==> config.mk <==
export PLATFORM = sky130hd
export DESIGN_NAME = touch_point_calibrate_rotate
export DESIGN_NICKNAME = d
export VERILOG_FILES = /design/src/rtl/core/tpcr_pkg.sv /design/src/rtl/core/tpcr_front.sv /design/src/rtl/core/tpcr_div.sv /design/src/rtl/core/tpcr_back.sv /design/src/rtl/core/touch_point_calibrate_rotate.sv
export SDC_FILE = /design/constraint.sdc
export NUM_CORES = 2
export LEC_CHECK = 0
export BUFFER_PORTS_ARGS = -buffer_cell sky130_fd_sc_hd__clkbuf_2
export CAP_MARGIN = 20
export CORE_MARGIN = 3
export CORE_UTILIZATION = 35
export DETAILED_ROUTE_END_ITERATION = 12
export GPL_ROUTABILITY_DRIVEN = 0
export PLACE_DENSITY = 0.63
export SETUP_SLACK_MARGIN = 0.1
export SLEW_MARGIN = 25
export SYNTH_ARGS = -nofsm -noshare
export SYNTH_HDL_FRONTEND = slang
export SYNTH_SLANG_ARGS = --single-unit
==> constraint.sdc <==
create_clock -name clock -period 13.2 [get_ports clock]
set_input_delay 1.32 -clock clock [delete_from_list [all_inputs] [get_ports clock]]
set_output_delay 1.32 -clock clock [all_outputs]
set_load 0.02 [all_outputs]
==> src/rtl/core/tpcr_pkg.sv <==
// ============================================================================
// tpcr_pkg
// Shared types and constants of the touch point calibrate and rotate block.
// ============================================================================
package tpcr_pkg;

   localparam int RAW_BITS_DEF    = 12;
   localparam int SCREEN_BITS_DEF = 12;

   localparam logic [31:0] PRESS_THRESHOLD = 32'd500;

   localparam int WIDTH_RESET  = 320;
   localparam int HEIGHT_RESET = 240;

   typedef enum logic [2:0] {
      CSR_RAW_X_MIN,
      CSR_RAW_X_MAX,
      CSR_RAW_Y_MIN,
      CSR_RAW_Y_MAX,
      CSR_SCREEN_WIDTH,
      CSR_SCREEN_HEIGHT,
      CSR_ROTATION_MODE,
      CSR_CALIBRATION_VALID
   } csr_index_type;

   typedef enum logic [1:0] {
      ROT_0,
      ROT_90,
      ROT_180,
      ROT_270
   } rot_type;

   typedef struct packed {
      logic pressed;
      logic neg_x;
      logic neg_y;
      logic zero_x;
      logic zero_y;
   } flags_type;

endpackage

==> src/rtl/core/tpcr_front.sv <==
// ============================================================================
// tpcr_front
// Threshold test, offsets from the calibration bounds, scaling by the screen
// span and conversion to magnitude and sign, in three stages.
// ============================================================================
module tpcr_front #(
   parameter int RAW_BITS    = tpcr_pkg::RAW_BITS_DEF,
   parameter int SCREEN_BITS = tpcr_pkg::SCREEN_BITS_DEF
) (
   input  logic                            clock,
   input  logic                            reset,
   input  logic                            in_valid,
   output logic                            in_ready,
   input  logic [RAW_BITS-1:0]             sample_x,
   input  logic [RAW_BITS-1:0]             sample_y,
   input  logic [RAW_BITS-1:0]             sample_pressure,
   input  logic [RAW_BITS-1:0]             raw_x_min,
   input  logic [RAW_BITS-1:0]             raw_x_max,
   input  logic [RAW_BITS-1:0]             raw_y_min,
   input  logic [RAW_BITS-1:0]             raw_y_max,
   input  logic [SCREEN_BITS-1:0]          w_last,
   input  logic [SCREEN_BITS-1:0]          h_last,
   output logic                            out_valid,
   input  logic                            out_ready,
   output tpcr_pkg::flags_type             out_flags,
   output logic [RAW_BITS-1:0]             out_pass_x,
   output logic [RAW_BITS-1:0]             out_pass_y,
   output logic [RAW_BITS+SCREEN_BITS-1:0] out_num_x,
   output logic [RAW_BITS+SCREEN_BITS-1:0] out_num_y,
   output logic [RAW_BITS-1:0]             out_den_x,
   output logic [RAW_BITS-1:0]             out_den_y
);

   localparam int NW = RAW_BITS + SCREEN_BITS;
   localparam int PW = NW + 2;

   logic en_a, en_b, en_c;

   logic                       a_v_ff;
   tpcr_pkg::flags_type        a_flags_ff, a_flags_in;
   logic [RAW_BITS-1:0]        a_pass_x_ff, a_pass_x_in, a_pass_y_ff, a_pass_y_in;
   logic signed [RAW_BITS:0]   a_dx_ff, a_dx_in, a_dy_ff, a_dy_in;
   logic signed [RAW_BITS:0]   a_den_x_ff, a_den_x_in, a_den_y_ff, a_den_y_in;

   logic                       b_v_ff;
   tpcr_pkg::flags_type        b_flags_ff;
   logic [RAW_BITS-1:0]        b_pass_x_ff, b_pass_y_ff;
   logic signed [PW-1:0]       b_prod_x_ff, b_prod_x_in, b_prod_y_ff, b_prod_y_in;
   logic signed [RAW_BITS:0]   b_den_x_ff, b_den_y_ff;

   logic                       c_v_ff;
   tpcr_pkg::flags_type        c_flags_ff, c_flags_in;
   logic [RAW_BITS-1:0]        c_pass_x_ff, c_pass_y_ff;
   logic [NW-1:0]              c_num_x_ff, c_num_x_in, c_num_y_ff, c_num_y_in;
   logic [RAW_BITS-1:0]        c_den_x_ff, c_den_x_in, c_den_y_ff, c_den_y_in;
   logic signed [PW-1:0]       abs_px, abs_py;
   logic signed [RAW_BITS:0]   abs_dx, abs_dy;

   assign en_c     = !c_v_ff || out_ready;
   assign en_b     = !b_v_ff || en_c;
   assign en_a     = !a_v_ff || en_b;
   assign in_ready = en_a;

   always_comb begin
      a_flags_in         = '0;
      a_flags_in.pressed = {{(32-RAW_BITS){1'b0}}, sample_pressure} >= tpcr_pkg::PRESS_THRESHOLD;
      a_pass_x_in        = a_flags_in.pressed ? sample_x : '0;
      a_pass_y_in        = a_flags_in.pressed ? sample_y : '0;
      a_dx_in            = $signed({1'b0, sample_x}) - $signed({1'b0, raw_x_max});
      a_dy_in            = $signed({1'b0, sample_y}) - $signed({1'b0, raw_y_min});
      a_den_x_in         = $signed({1'b0, raw_x_min}) - $signed({1'b0, raw_x_max});
      a_den_y_in         = $signed({1'b0, raw_y_max}) - $signed({1'b0, raw_y_min});
   end

   always_comb begin
      b_prod_x_in = PW'(a_dx_ff) * PW'($signed({1'b0, h_last}));
      b_prod_y_in = PW'(a_dy_ff) * PW'($signed({1'b0, w_last}));
   end

   always_comb begin
      abs_px            = b_prod_x_ff[PW-1] ? -b_prod_x_ff : b_prod_x_ff;
      abs_py            = b_prod_y_ff[PW-1] ? -b_prod_y_ff : b_prod_y_ff;
      abs_dx            = b_den_x_ff[RAW_BITS] ? -b_den_x_ff : b_den_x_ff;
      abs_dy            = b_den_y_ff[RAW_BITS] ? -b_den_y_ff : b_den_y_ff;
      c_num_x_in        = abs_px[NW-1:0];
      c_num_y_in        = abs_py[NW-1:0];
      c_den_x_in        = abs_dx[RAW_BITS-1:0];
      c_den_y_in        = abs_dy[RAW_BITS-1:0];
      c_flags_in        = b_flags_ff;
      c_flags_in.neg_x  = b_prod_x_ff[PW-1] ^ b_den_x_ff[RAW_BITS];
      c_flags_in.neg_y  = b_prod_y_ff[PW-1] ^ b_den_y_ff[RAW_BITS];
      c_flags_in.zero_x = b_den_x_ff == '0;
      c_flags_in.zero_y = b_den_y_ff == '0;
   end

   always_ff @(posedge clock) begin
      if (reset) begin
         a_v_ff <= 1'b0;
         b_v_ff <= 1'b0;
         c_v_ff <= 1'b0;
      end else begin
         if (en_a) begin
            a_v_ff <= in_valid;
         end
         if (en_b) begin
            b_v_ff <= a_v_ff;
         end
         if (en_c) begin
            c_v_ff <= b_v_ff;
         end
      end
   end

   always_ff @(posedge clock) begin
      if (en_a) begin
         a_flags_ff  <= a_flags_in;
         a_pass_x_ff <= a_pass_x_in;
         a_pass_y_ff <= a_pass_y_in;
         a_dx_ff     <= a_dx_in;
         a_dy_ff     <= a_dy_in;
         a_den_x_ff  <= a_den_x_in;
         a_den_y_ff  <= a_den_y_in;
      end
      if (en_b) begin
         b_flags_ff  <= a_flags_ff;
         b_pass_x_ff <= a_pass_x_ff;
         b_pass_y_ff <= a_pass_y_ff;
         b_prod_x_ff <= b_prod_x_in;
         b_prod_y_ff <= b_prod_y_in;
         b_den_x_ff  <= a_den_x_ff;
         b_den_y_ff  <= a_den_y_ff;
      end
      if (en_c) begin
         c_flags_ff  <= c_flags_in;
         c_pass_x_ff <= b_pass_x_ff;
         c_pass_y_ff <= b_pass_y_ff;
         c_num_x_ff  <= c_num_x_in;
         c_num_y_ff  <= c_num_y_in;
         c_den_x_ff  <= c_den_x_in;
         c_den_y_ff  <= c_den_y_in;
      end
   end

   assign out_valid  = c_v_ff;
   assign out_flags  = c_flags_ff;
   assign out_pass_x = c_pass_x_ff;
   assign out_pass_y = c_pass_y_ff;
   assign out_num_x  = c_num_x_ff;
   assign out_num_y  = c_num_y_ff;
   assign out_den_x  = c_den_x_ff;
   assign out_den_y  = c_den_y_ff;

endmodule

==> src/rtl/core/tpcr_div.sv <==
// ============================================================================
// tpcr_div
// Pipelined restoring divider for both axes, one quotient bit per stage,
// with the rest of the request carried alongside.
// ============================================================================
module tpcr_div #(
   parameter int RAW_BITS    = tpcr_pkg::RAW_BITS_DEF,
   parameter int SCREEN_BITS = tpcr_pkg::SCREEN_BITS_DEF
) (
   input  logic                            clock,
   input  logic                            reset,
   input  logic                            in_valid,
   output logic                            in_ready,
   input  tpcr_pkg::flags_type             in_flags,
   input  logic [RAW_BITS-1:0]             in_pass_x,
   input  logic [RAW_BITS-1:0]             in_pass_y,
   input  logic [RAW_BITS+SCREEN_BITS-1:0] in_num_x,
   input  logic [RAW_BITS+SCREEN_BITS-1:0] in_num_y,
   input  logic [RAW_BITS-1:0]             in_den_x,
   input  logic [RAW_BITS-1:0]             in_den_y,
   output logic                            out_valid,
   input  logic                            out_ready,
   output tpcr_pkg::flags_type             out_flags,
   output logic [RAW_BITS-1:0]             out_pass_x,
   output logic [RAW_BITS-1:0]             out_pass_y,
   output logic [RAW_BITS+SCREEN_BITS-1:0] out_q_x,
   output logic [RAW_BITS+SCREEN_BITS-1:0] out_q_y
);

   localparam int NW = RAW_BITS + SCREEN_BITS;

   logic                      v_ff      [NW];
   logic                      en        [NW];
   tpcr_pkg::flags_type       flags_ff  [NW];
   logic [RAW_BITS-1:0]       pass_x_ff [NW];
   logic [RAW_BITS-1:0]       pass_y_ff [NW];
   logic [RAW_BITS-1:0]       den_x_ff  [NW];
   logic [RAW_BITS-1:0]       den_y_ff  [NW];
   logic [RAW_BITS-1:0]       rem_x_ff  [NW];
   logic [RAW_BITS-1:0]       rem_y_ff  [NW];
   logic [NW-1:0]             numq_x_ff [NW];
   logic [NW-1:0]             numq_y_ff [NW];
   logic [RAW_BITS+NW-1:0]    step_x_in [NW];
   logic [RAW_BITS+NW-1:0]    step_y_in [NW];

   function automatic logic [RAW_BITS+NW-1:0] div_step(
      input logic [RAW_BITS-1:0] rem,
      input logic [NW-1:0]       numq,
      input logic [RAW_BITS-1:0] den
   );
      logic [RAW_BITS:0] trial;
      logic [RAW_BITS:0] diff;
      logic              ge;
      trial = {rem, numq[NW-1]};
      diff  = trial - {1'b0, den};
      ge    = trial >= {1'b0, den};
      return {(ge ? diff[RAW_BITS-1:0] : trial[RAW_BITS-1:0]), numq[NW-2:0], ge};
   endfunction

   assign en[NW-1] = !v_ff[NW-1] || out_ready;
   assign in_ready = en[0];

   for (genvar k = 0; k < NW; k++) begin : g_stage
      if (k == 0) begin : g_first
         assign step_x_in[k] = div_step('0, in_num_x, in_den_x);
         assign step_y_in[k] = div_step('0, in_num_y, in_den_y);

         always_ff @(posedge clock) begin
            if (reset) begin
               v_ff[k] <= 1'b0;
            end else if (en[k]) begin
               v_ff[k] <= in_valid;
            end
         end

         always_ff @(posedge clock) begin
            if (en[k]) begin
               flags_ff[k]  <= in_flags;
               pass_x_ff[k] <= in_pass_x;
               pass_y_ff[k] <= in_pass_y;
               den_x_ff[k]  <= in_den_x;
               den_y_ff[k]  <= in_den_y;
            end
         end
      end else begin : g_next
         assign step_x_in[k] = div_step(rem_x_ff[k-1], numq_x_ff[k-1], den_x_ff[k-1]);
         assign step_y_in[k] = div_step(rem_y_ff[k-1], numq_y_ff[k-1], den_y_ff[k-1]);

         always_ff @(posedge clock) begin
            if (reset) begin
               v_ff[k] <= 1'b0;
            end else if (en[k]) begin
               v_ff[k] <= v_ff[k-1];
            end
         end

         always_ff @(posedge clock) begin
            if (en[k]) begin
               flags_ff[k]  <= flags_ff[k-1];
               pass_x_ff[k] <= pass_x_ff[k-1];
               pass_y_ff[k] <= pass_y_ff[k-1];
               den_x_ff[k]  <= den_x_ff[k-1];
               den_y_ff[k]  <= den_y_ff[k-1];
            end
         end
      end

      if (k < NW - 1) begin : g_ready
         assign en[k] = !v_ff[k] || en[k+1];
      end

      always_ff @(posedge clock) begin
         if (en[k]) begin
            rem_x_ff[k]  <= step_x_in[k][RAW_BITS+NW-1:NW];
            numq_x_ff[k] <= step_x_in[k][NW-1:0];
            rem_y_ff[k]  <= step_y_in[k][RAW_BITS+NW-1:NW];
            numq_y_ff[k] <= step_y_in[k][NW-1:0];
         end
      end
   end

   assign out_valid  = v_ff[NW-1];
   assign out_flags  = flags_ff[NW-1];
   assign out_pass_x = pass_x_ff[NW-1];
   assign out_pass_y = pass_y_ff[NW-1];
   assign out_q_x    = numq_x_ff[NW-1];
   assign out_q_y    = numq_y_ff[NW-1];

endmodule

==> src/rtl/core/tpcr_back.sv <==
// ============================================================================
// tpcr_back
// Applies sign and the equal-bounds case to the quotients, then rotates,
// clamps to the screen and holds the response in the output register.
// ============================================================================
module tpcr_back #(
   parameter int RAW_BITS    = tpcr_pkg::RAW_BITS_DEF,
   parameter int SCREEN_BITS = tpcr_pkg::SCREEN_BITS_DEF
) (
   input  logic                            clock,
   input  logic                            reset,
   input  logic                            in_valid,
   output logic                            in_ready,
   input  tpcr_pkg::flags_type             in_flags,
   input  logic [RAW_BITS-1:0]             in_pass_x,
   input  logic [RAW_BITS-1:0]             in_pass_y,
   input  logic [RAW_BITS+SCREEN_BITS-1:0] in_q_x,
   input  logic [RAW_BITS+SCREEN_BITS-1:0] in_q_y,
   input  logic [SCREEN_BITS-1:0]          w_last,
   input  logic [SCREEN_BITS-1:0]          h_last,
   input  tpcr_pkg::rot_type               rotation,
   input  logic                            calibration_valid,
   output logic                            out_valid,
   input  logic                            out_ready,
   output logic                            touch_pressed,
   output logic [RAW_BITS-1:0]             pass_x,
   output logic [RAW_BITS-1:0]             pass_y,
   output logic [SCREEN_BITS-1:0]          screen_x,
   output logic [SCREEN_BITS-1:0]          screen_y,
   output logic                            screen_valid
);

   localparam int NW = RAW_BITS + SCREEN_BITS;
   localparam int TW = NW + 2;

   logic en_d, en_o;

   logic                    d_v_ff;
   tpcr_pkg::flags_type     d_flags_ff;
   logic [RAW_BITS-1:0]     d_pass_x_ff, d_pass_y_ff;
   logic signed [NW:0]      d_sx_ff, d_sx_in, d_sy_ff, d_sy_in;

   logic                    o_v_ff;
   logic                    o_pressed_ff;
   logic [RAW_BITS-1:0]     o_pass_x_ff, o_pass_y_ff;
   logic [SCREEN_BITS-1:0]  o_screen_x_ff, o_screen_x_in, o_screen_y_ff, o_screen_y_in;
   logic                    o_screen_valid_ff, o_screen_valid_in;

   logic signed [TW-1:0]    wl, hl, sx, sy, tx, ty;

   function automatic logic [SCREEN_BITS-1:0] clamp_to(
      input logic signed [TW-1:0] v,
      input logic signed [TW-1:0] hi
   );
      logic [SCREEN_BITS-1:0] r;
      if (v < 0) begin
         r = '0;
      end else if (v > hi) begin
         r = hi[SCREEN_BITS-1:0];
      end else begin
         r = v[SCREEN_BITS-1:0];
      end
      return r;
   endfunction

   assign en_o     = !o_v_ff || out_ready;
   assign en_d     = !d_v_ff || en_o;
   assign in_ready = en_d;

   always_comb begin
      if (in_flags.zero_y) begin
         d_sx_in = '0;
      end else if (in_flags.neg_y) begin
         d_sx_in = -$signed({1'b0, in_q_y});
      end else begin
         d_sx_in = $signed({1'b0, in_q_y});
      end
      if (in_flags.zero_x) begin
         d_sy_in = '0;
      end else if (in_flags.neg_x) begin
         d_sy_in = -$signed({1'b0, in_q_x});
      end else begin
         d_sy_in = $signed({1'b0, in_q_x});
      end
   end

   always_comb begin
      wl = TW'($signed({1'b0, w_last}));
      hl = TW'($signed({1'b0, h_last}));
      sx = TW'(d_sx_ff);
      sy = TW'(d_sy_ff);
      case (rotation)
         tpcr_pkg::ROT_0: begin
            tx = sx;
            ty = sy;
         end
         tpcr_pkg::ROT_90: begin
            tx = sy;
            ty = hl - sx;
         end
         tpcr_pkg::ROT_180: begin
            tx = wl - sx;
            ty = hl - sy;
         end
         tpcr_pkg::ROT_270: begin
            tx = wl - sy;
            ty = sx;
         end
         default: begin
            tx = sx;
            ty = sy;
         end
      endcase
      o_screen_valid_in = d_flags_ff.pressed && calibration_valid;
      o_screen_x_in     = o_screen_valid_in ? clamp_to(tx, wl) : '0;
      o_screen_y_in     = o_screen_valid_in ? clamp_to(ty, hl) : '0;
   end

   always_ff @(posedge clock) begin
      if (reset) begin
         d_v_ff <= 1'b0;
         o_v_ff <= 1'b0;
      end else begin
         if (en_d) begin
            d_v_ff <= in_valid;
         end
         if (en_o) begin
            o_v_ff <= d_v_ff;
         end
      end
   end

   always_ff @(posedge clock) begin
      if (en_d) begin
         d_flags_ff  <= in_flags;
         d_pass_x_ff <= in_pass_x;
         d_pass_y_ff <= in_pass_y;
         d_sx_ff     <= d_sx_in;
         d_sy_ff     <= d_sy_in;
      end
      if (en_o) begin
         o_pressed_ff      <= d_flags_ff.pressed;
         o_pass_x_ff       <= d_pass_x_ff;
         o_pass_y_ff       <= d_pass_y_ff;
         o_screen_x_ff     <= o_screen_x_in;
         o_screen_y_ff     <= o_screen_y_in;
         o_screen_valid_ff <= o_screen_valid_in;
      end
   end

   assign out_valid     = o_v_ff;
   assign touch_pressed = o_pressed_ff;
   assign pass_x        = o_pass_x_ff;
   assign pass_y        = o_pass_y_ff;
   assign screen_x      = o_screen_x_ff;
   assign screen_y      = o_screen_y_ff;
   assign screen_valid  = o_screen_valid_ff;

   a_valid_needs_press: assert property (@(posedge clock) disable iff (reset)
      out_valid && screen_valid |-> touch_pressed)
      else $error("Screen coordinates flagged valid on a released touch.");

   a_release_is_zero: assert property (@(posedge clock) disable iff (reset)
      out_valid && !touch_pressed |-> pass_x == '0 && pass_y == '0 &&
         screen_x == '0 && screen_y == '0 && !screen_valid)
      else $error("Released touch carries nonzero fields.");

   a_on_screen: assert property (@(posedge clock) disable iff (reset)
      out_valid && screen_valid |-> screen_x <= w_last && screen_y <= h_last)
      else $error("Screen coordinate lies outside the display.");

endmodule

==> src/rtl/core/touch_point_calibrate_rotate.sv <==
// ============================================================================
// touch_point_calibrate_rotate
// Maps raw resistive touch samples to rotated, clamped screen coordinates.
// ============================================================================
// Each request on req_ carries one raw sample (x, y, pressure). Each request
// produces exactly one response on rsp_, in order. A sample with pressure of
// at least 500 is pressed and its raw coordinates pass through; with
// calibration enabled, raw y is scaled onto the width and raw x, inverted,
// onto the height, then rotated and clamped to the display.
// The pipeline takes one request per cycle unless back-pressure on rsp_ has
// filled every stage. Each request passes through the front stages, the
// divider, which resolves one quotient bit per stage, and the back stages.
// When rsp_tready is low the response holds in the output register and
// stages behind it keep filling up any empty slots; req_tready falls only
// once every stage holds a request.
// Registers are to be written through csr_ only while no request is in flight;
// the block itself does not enforce this. They take effect for the next request.
// Reset empties the pipeline and restores the register defaults: full-range
// bounds, 320 by 240, no rotation and calibration off. csr_ready is always high.
// ============================================================================
module touch_point_calibrate_rotate #(
   parameter int RAW_BITS    = tpcr_pkg::RAW_BITS_DEF,
   parameter int SCREEN_BITS = tpcr_pkg::SCREEN_BITS_DEF,
   parameter int REQ_W       = ((3 * RAW_BITS + 7) / 8) * 8,
   parameter int RSP_W       = ((2 * RAW_BITS + 2 * SCREEN_BITS + 7) / 8) * 8,
   parameter int CSR_W       = (RAW_BITS > SCREEN_BITS + 1) ? RAW_BITS : SCREEN_BITS + 1
) (
   input  logic             clock,
   input  logic             reset,
   input  logic             req_tvalid,
   output logic             req_tready,
   // sample_x, sample_y, sample_pressure
   input  logic [REQ_W-1:0] req_tdata,
   output logic             rsp_tvalid,
   input  logic             rsp_tready,
   // pass_x, pass_y, screen_x, screen_y
   output logic [RSP_W-1:0] rsp_tdata,
   // touch_pressed, screen_valid
   output logic [1:0]       rsp_tuser,
   input  logic             csr_valid,
   output logic             csr_ready,
   input  logic [2:0]       csr_index,
   input  logic [CSR_W-1:0] csr_data
);

   localparam int NW = RAW_BITS + SCREEN_BITS;

   logic [RAW_BITS-1:0]      raw_x_min_ff, raw_x_max_ff, raw_y_min_ff, raw_y_max_ff;
   logic [SCREEN_BITS:0]     screen_width_ff, screen_height_ff;
   tpcr_pkg::rot_type        rotation_mode_ff;
   logic                     calibration_valid_ff;
   logic [SCREEN_BITS-1:0]   w_last_ff, w_last_in, h_last_ff, h_last_in;

   logic                     f_valid, f_ready;
   tpcr_pkg::flags_type      f_flags;
   logic [RAW_BITS-1:0]      f_pass_x, f_pass_y, f_den_x, f_den_y;
   logic [NW-1:0]            f_num_x, f_num_y;

   logic                     q_valid, q_ready;
   tpcr_pkg::flags_type      q_flags;
   logic [RAW_BITS-1:0]      q_pass_x, q_pass_y;
   logic [NW-1:0]            q_x, q_y;

   logic                     touch_pressed, screen_valid;
   logic [RAW_BITS-1:0]      pass_x, pass_y;
   logic [SCREEN_BITS-1:0]   screen_x, screen_y;

   function automatic logic [SCREEN_BITS-1:0] size_last(input logic [SCREEN_BITS:0] s);
      logic [SCREEN_BITS:0]   lim;
      logic [SCREEN_BITS:0]   dec;
      logic [SCREEN_BITS-1:0] r;
      lim = {1'b1, {SCREEN_BITS{1'b0}}};
      dec = s - 1'b1;
      if (s == '0) begin
         r = '0;
      end else if (s > lim) begin
         r = '1;
      end else begin
         r = dec[SCREEN_BITS-1:0];
      end
      return r;
   endfunction

   assign csr_ready = 1'b1;

   always_ff @(posedge clock) begin
      if (reset) begin
         raw_x_min_ff         <= '0;
         raw_x_max_ff         <= '1;
         raw_y_min_ff         <= '0;
         raw_y_max_ff         <= '1;
         screen_width_ff      <= (SCREEN_BITS + 1)'(tpcr_pkg::WIDTH_RESET);
         screen_height_ff     <= (SCREEN_BITS + 1)'(tpcr_pkg::HEIGHT_RESET);
         rotation_mode_ff     <= tpcr_pkg::ROT_0;
         calibration_valid_ff <= 1'b0;
      end else if (csr_valid && csr_ready) begin
         case (tpcr_pkg::csr_index_type'(csr_index))
            tpcr_pkg::CSR_RAW_X_MIN:         raw_x_min_ff <= csr_data[RAW_BITS-1:0];
            tpcr_pkg::CSR_RAW_X_MAX:         raw_x_max_ff <= csr_data[RAW_BITS-1:0];
            tpcr_pkg::CSR_RAW_Y_MIN:         raw_y_min_ff <= csr_data[RAW_BITS-1:0];
            tpcr_pkg::CSR_RAW_Y_MAX:         raw_y_max_ff <= csr_data[RAW_BITS-1:0];
            tpcr_pkg::CSR_SCREEN_WIDTH:      screen_width_ff <= csr_data[SCREEN_BITS:0];
            tpcr_pkg::CSR_SCREEN_HEIGHT:     screen_height_ff <= csr_data[SCREEN_BITS:0];
            tpcr_pkg::CSR_ROTATION_MODE: begin
               rotation_mode_ff <= tpcr_pkg::rot_type'(csr_data[1:0]);
            end
            tpcr_pkg::CSR_CALIBRATION_VALID: calibration_valid_ff <= csr_data[0];
            default: begin
            end
         endcase
      end
   end

   assign w_last_in = size_last(screen_width_ff);
   assign h_last_in = size_last(screen_height_ff);

   always_ff @(posedge clock) begin
      w_last_ff <= w_last_in;
      h_last_ff <= h_last_in;
   end

   tpcr_front #(
      .RAW_BITS    (RAW_BITS),
      .SCREEN_BITS (SCREEN_BITS)
   ) u_front (
      .clock           (clock),
      .reset           (reset),
      .in_valid        (req_tvalid),
      .in_ready        (req_tready),
      .sample_x        (req_tdata[RAW_BITS-1:0]),
      .sample_y        (req_tdata[2*RAW_BITS-1:RAW_BITS]),
      .sample_pressure (req_tdata[3*RAW_BITS-1:2*RAW_BITS]),
      .raw_x_min       (raw_x_min_ff),
      .raw_x_max       (raw_x_max_ff),
      .raw_y_min       (raw_y_min_ff),
      .raw_y_max       (raw_y_max_ff),
      .w_last          (w_last_ff),
      .h_last          (h_last_ff),
      .out_valid       (f_valid),
      .out_ready       (f_ready),
      .out_flags       (f_flags),
      .out_pass_x      (f_pass_x),
      .out_pass_y      (f_pass_y),
      .out_num_x       (f_num_x),
      .out_num_y       (f_num_y),
      .out_den_x       (f_den_x),
      .out_den_y       (f_den_y)
   );

   tpcr_div #(
      .RAW_BITS    (RAW_BITS),
      .SCREEN_BITS (SCREEN_BITS)
   ) u_div (
      .clock      (clock),
      .reset      (reset),
      .in_valid   (f_valid),
      .in_ready   (f_ready),
      .in_flags   (f_flags),
      .in_pass_x  (f_pass_x),
      .in_pass_y  (f_pass_y),
      .in_num_x   (f_num_x),
      .in_num_y   (f_num_y),
      .in_den_x   (f_den_x),
      .in_den_y   (f_den_y),
      .out_valid  (q_valid),
      .out_ready  (q_ready),
      .out_flags  (q_flags),
      .out_pass_x (q_pass_x),
      .out_pass_y (q_pass_y),
      .out_q_x    (q_x),
      .out_q_y    (q_y)
   );

   tpcr_back #(
      .RAW_BITS    (RAW_BITS),
      .SCREEN_BITS (SCREEN_BITS)
   ) u_back (
      .clock             (clock),
      .reset             (reset),
      .in_valid          (q_valid),
      .in_ready          (q_ready),
      .in_flags          (q_flags),
      .in_pass_x         (q_pass_x),
      .in_pass_y         (q_pass_y),
      .in_q_x            (q_x),
      .in_q_y            (q_y),
      .w_last            (w_last_ff),
      .h_last            (h_last_ff),
      .rotation          (rotation_mode_ff),
      .calibration_valid (calibration_valid_ff),
      .out_valid         (rsp_tvalid),
      .out_ready         (rsp_tready),
      .touch_pressed     (touch_pressed),
      .pass_x            (pass_x),
      .pass_y            (pass_y),
      .screen_x          (screen_x),
      .screen_y          (screen_y),
      .screen_valid      (screen_valid)
   );

   assign rsp_tdata = RSP_W'({screen_y, screen_x, pass_y, pass_x});
   assign rsp_tuser = {screen_valid, touch_pressed};

endmodule
# ---- Yosys cells after proc, flatten, opt, wreduce, memory -nomap -nowiden
# Memories as Yosys holds them, arrays and structs flattened. A register that Yosys moved wholly into a read port is not among the register bits.
# Cells that the tools add are included.
dict set report op_classes {
  n_addsub 64
  muxes 182
  bitwise_logic 29
  n_mul 2
  order_cmp 55
  n_reduce_logical 77
  n_eq_ne 10
}
# op count
set op_table {}
lappend op_table {{$mux W12} 54}
lappend op_table {{$ge A13 B12 Y1} 46}
lappend op_table {{$sub A12 B12 Y12} 46}
lappend op_table {{$pmux W26 S4} 2}
lappend op_table {{$mux W1} 122}
lappend op_table {{$sub A13 B25 Y26} 4}
lappend op_table {{$mux W24} 4}
lappend op_table {{$gt A26 B13 Y1} 2}
lappend op_table {{$logic_not A13 Y1} 4}
lappend op_table {{$lt A26 B1 Y1 const B} 2}
lappend op_table {{$mul A13 B13 Y26} 2}
lappend op_table {{$sub A12 B12 Y13} 4}
lappend op_table {{$neg A24 Y25} 2}
lappend op_table {{$neg A24 Y24} 2}
lappend op_table {{$logic_not A1 Y1} 29}
lappend op_table {{$logic_or A1 B1 Y1} 29}
lappend op_table {{$gt A13 B13 Y1 const B} 2}
lappend op_table {{$ge A1 B12 Y1} 2}
lappend op_table {{$neg A12 Y12} 2}
lappend op_table {{$or A1 B1 Y1} 24}
lappend op_table {{$sub A1 B12 Y12} 2}
lappend op_table {{$sub A12 B1 Y12 const B} 2}
lappend op_table {{$reduce_and A2 Y1} 8}
lappend op_table {{$eq A3 B3 Y1 const B} 4}
lappend op_table {{11 further kinds} 19}
dict set report totals {
  word_cells 480
  ram_bits 3024
  memories 10
  output_inout_bits 53
  regBits 488
  inputBits 61
}
# name words width rd rd_ports_with_merged_regs wr line_no
set memory_table {}
lappend memory_table {u_div.numq_x_ff 24 24 24 0 24 tpcr_div.sv:41} ;# logic [NW-1:0] numq_x_ff [NW];
lappend memory_table {u_div.numq_y_ff 24 24 24 0 24 tpcr_div.sv:42} ;# logic [NW-1:0] numq_y_ff [NW];
lappend memory_table {u_div.den_x_ff 24 12 23 0 24 tpcr_div.sv:37} ;# logic [RAW_BITS-1:0] den_x_ff [NW];
lappend memory_table {u_div.den_y_ff 24 12 23 0 24 tpcr_div.sv:38} ;# logic [RAW_BITS-1:0] den_y_ff [NW];
lappend memory_table {u_div.pass_x_ff 24 12 24 1 24 tpcr_div.sv:35} ;# logic [RAW_BITS-1:0] pass_x_ff [NW];
lappend memory_table {u_div.pass_y_ff 24 12 24 1 24 tpcr_div.sv:36} ;# logic [RAW_BITS-1:0] pass_y_ff [NW];
lappend memory_table {{4 more memories} n/a n/a n/a n/a n/a n/a}

# ---- Longest topological paths before layout
dict set report depth {
  ltp_word 31
  depth_mapped 26
  ltp_nobuf 21
}

# ---- Modules after synthesis
# From an unflattened synthesis, not the netlist that was laid out.
dict set report hier_totals {
  cells_unflattened 11274
  hier_area_um2 161268.4
}
# module area_per_inst_um2 seq_area_each_um2 cells_per_inst n_inst
set modules_own_cells {}
lappend modules_own_cells {tpcr_div 123267.0 89365.7 7565 1}
lappend modules_own_cells {tpcr_front 24586.1 8438.1 2290 1}
lappend modules_own_cells {tpcr_back 9386.5 3793.6 926 1}
lappend modules_own_cells {touch_point_calibrate_rotate 4028.9 2021.9 493 1}

# ---- Least setup slack after synthesis
# No wires, ideal clock.
dict set report synth_timing {
  path_kind {input port to flip-flop}
  from {input port rsp_tready}
  to {memory u_div.den_x_ff[0][12] (netlist bit), enable pin}
  n_path_buf 0
  path_stages 11
  t_arrival_ns 11.904
  path_slack_ns 0.818
  t_required_ns 12.722
  setup_ns 0.478
  path_cell_list {nor2b_2 -> and2_1 -> inv_1 -> nor2_1 -> and2_1 -> inv_1 -> nor4_2 -> and3_1 -> inv_1 -> nor3_1 -> inv_1}
}
# element line_no
set synth_lines {}
lappend synth_lines {{start, declared} touch_point_calibrate_rotate.sv:35} ;# input logic rsp_tready,
lappend synth_lines {{end, declared} tpcr_div.sv:37}

==> results.sh <==
export IMPL_avgSynthCellArea_um2=13.93
export IMPL_setup_ws_ps=6574
export IMPL_wl_met1_mm=126.7
export IMPL_clk_pin_slew_worst_paths_ps=60
export IMPL_yosys_register_bits=3486
export IMPL_die_area_um2=453300
export IMPL_drive_gt1_share_pct=6.500
export IMPL_synth_fp_nets=12380
export IMPL_worstPathArrival_ps=5310
export IMPL_power_mw=40.12
export IMPL_coreArea_um2=442700
export IMPL_p_int_mw=27.16
export IMPL_dr_wl_met3_mm=12.93
export IMPL_power_frac_comb_pct=33.6
export IMPL_place_ws_ps=6350
export IMPL_synthFlopType="edfxtp_1"
export IMPL_fin_hold_ws_ps=388.9
export IMPL_dr_pass1_iters=6
export IMPL_fin_crit_ps=6626
export IMPL_wl_per_cell_um=15.97
export IMPL_tightest_slew_ps=995.2
export IMPL_numCtsBuffers=336
export IMPL_timing_max_cap_violations=0
export IMPL_power_density_nw_per_um2=229.8
export IMPL_worstHoldPathCells=0
export IMPL_swShare_pct=32.31
export IMPL_grt_max_degree=89
export IMPL_pin_count=114
export IMPL_netlist_area_um2=155800
export IMPL_drv_slew=0
export IMPL_avgViaCountPerCell=4.675
export IMPL_cts_num_sinks=3486
export IMPL_htreeDepth=5
export IMPL_area_growth_pct=12.06
export IMPL_min_period_over_period_pct=50.19
export IMPL_grt_pass1_vias=81140
export IMPL_clk_path_buf_depth=4
export IMPL_ys_types=83
export IMPL_crit_path_end_kind="output pin"
export IMPL_drc=0
export IMPL_antenna_left=0
export IMPL_required_ps=11880
export IMPL_slew_headroom_pct=33.66
export IMPL_die_h_um=673.3
export IMPL_die_w_um=673.3
export IMPL_status="completed"
export IMPL_routed_wl_mm=282.5
export IMPL_antenna_found_initial=16
export IMPL_final_util_pct=39.45
export IMPL_peakVddDrop_uv=385.2
export IMPL_skew_ps=51.38
export IMPL_rr_worst_depth=19
export IMPL_start_util_pct=35.20
export IMPL_synth_top_area_share_pct=65.13
export IMPL_grt_overflow=0
export IMPL_yosysTopAreaCell="edfxtp_1"
export IMPL_rsz0062_at_grt="false"
export IMPL_cts_root_buf="clkbuf_16"
export IMPL_p_clk_share_pct=23.0
export IMPL_criticalPathCategory="primary input to output pin"
export IMPL_insertion_delay_ps=880
export IMPL_fin_setup_tns_ps=0
export IMPL_rows=244
export IMPL_leakagePower_nw=73.10
export IMPL_netlist_instances=11180
export IMPL_worstPathMaxFanout=25
export IMPL_cts_setup_buffers=0
export IMPL_critPathLaunchType="primary input"
export IMPL_yosys_cell_count_top_type="edfxtp_1"
export IMPL_vias=82710
export IMPL_power_switching_mw=12.96
export IMPL_drt_iter0_markers=5631
export IMPL_async_reset_ff_share_pct=0
export IMPL_synth_edff_count=3380
export IMPL_max_freq_mhz=150.9
export IMPL_hold_path_class="flop to flop"
export IMPL_track_usage_pct=12.30
export IMPL_setup_violations=0
export IMPL_grt_pass1_wl_mm=445.9
export IMPL_ys_warn_count=0
export IMPL_cts_tree="built"
export IMPL_hpwl_mm=205.0
export IMPL_top_layer="met4"
export IMPL_hold_viol_final=0
export IMPL_cts_resized=0
export IMPL_nets=12720
export IMPL_holdBufCountCts=0
export IMPL_wl_met2_mm=134.8
export IMPL_synthTopCellsByArea="edfxtp_1, ha_1, fa_1"
export IMPL_seq_area_frac_synth_pct=66.50
export IMPL_synthTopCellsByCount="edfxtp_1, inv_1, nand2_1"
export IMPL_p_seq_share_pct=43.3
export IMPL_port_buffers=106
-- power by group through the flow --
stage	Clock [mW]	Combinational [mW]	Sequential, mW
global route	9.97	15.5	17.7
finish	9.24	13.5	17.4
CTS	9.52	13.6	17.4
floorplan	0	10.7	16.8
global placement	0	13.3	17.6
detailed placement	0	13.5	17.6
-- per-stage QoR --
step           cells  instance area (um2)
2_1_floorplan  11180               155800
3_3_place_gp   17090               164000
3_5_place_dp   17090               164000
4_1_cts        17690               174600
5_1_grt        17690               174600
6_report       17690               174600
-- state kept, by name, indices dropped and copies added, names as in the netlist, 120 cells and up --
register,cells
u_div.rem_x_ff,276
u_div.den_x_ff,276
u_div.flags_ff,120
u_div.numq_x_ff,576
u_div.rem_y_ff,276
u_div.den_y_ff,276
u_div.numq_y_ff,576
u_div.pass_x_ff,288
u_div.pass_y_ff,288
-- worst max-delay path, cell delays in order --
cell and delay [ps]:
clkbuf_2 90, nor2b_2 210, and2_1 370, clkinv_2 370, nor2_1 380, and2_1 330
inv_4 140, nor4_2 310, buf_4 260, and3_1 380, and3_1 470, nand4_1 150
buf_4 270, clkbuf_2 220
-- final timing paths --
kind | from | to | slack (ps)
max | rsp_tready | req_tready | 6570
min | u_div.numq_y_ff[1][124] | u_div.numq_y_ff[1][149] | 390
max reg2reg | w_last_ff[3] | u_front.b_prod_y_ff[25] | 6640
min reg2reg | u_div.numq_y_ff[1][124] | u_div.numq_y_ff[1][149] | 390
-- metal layers --
metal / global-route usage [%] / vias up
met4: 3.755 / 0
met5: 0 / -
met1: 16.49 / 39940
li1: - / 40850
met3: 1.804 / 444
met2: 20.68 / 1473
-- placed cells by master (no fill, tap or decap), types with 152 or more instances in the layout --
| cell type | n |
|---|---|
| nand4_1 | 152 |
| nor2b_1 | 168 |
| o21ai_0 | 551 |
| clkbuf_16 | 344 |
| and2_1 | 201 |
| a21oi_1 | 267 |
| ha_1 | 786 |
| nor2_1 | 503 |
| inv_1 | 1247 |
| o31ai_1 | 211 |
| o21a_1 | 203 |
| nor3_1 | 219 |
| nand2_1 | 1035 |
| edfxtp_1 | 3380 |
| fa_1 | 346 |
| xor2_1 | 209 |
| xnor2_1 | 282 |
| a21o_1 | 162 |
-- cells by family after synthesis --
logic type | after synthesis | synth area share (%)
other cells | 1 | 0.002406
simple gates | 2657 | 8.066
fa+ha+maj | 1136 | 10.79
xor+xnor | 491 | 2.760
flops | 3486 | 66.50
mux | 149 | 0.9675
compound gates | 1788 | 7.344
buf+inv | 1476 | 3.579
-- final cells by class --
class                           count  area [um2]
Tap cell                         5904        7387
Antenna cell                        3       7.507
Inverter                         1259        4752
Multi-Input combinational cell   6222       46810
Fill cell                       40870      268100
Sequential cell                  3486      103600
Clock buffer                      401        8833
Clock inverter                    193        1769
Timing Repair Buffer              223        1431
Note: power is estimated with default switching activity, not from simulation.
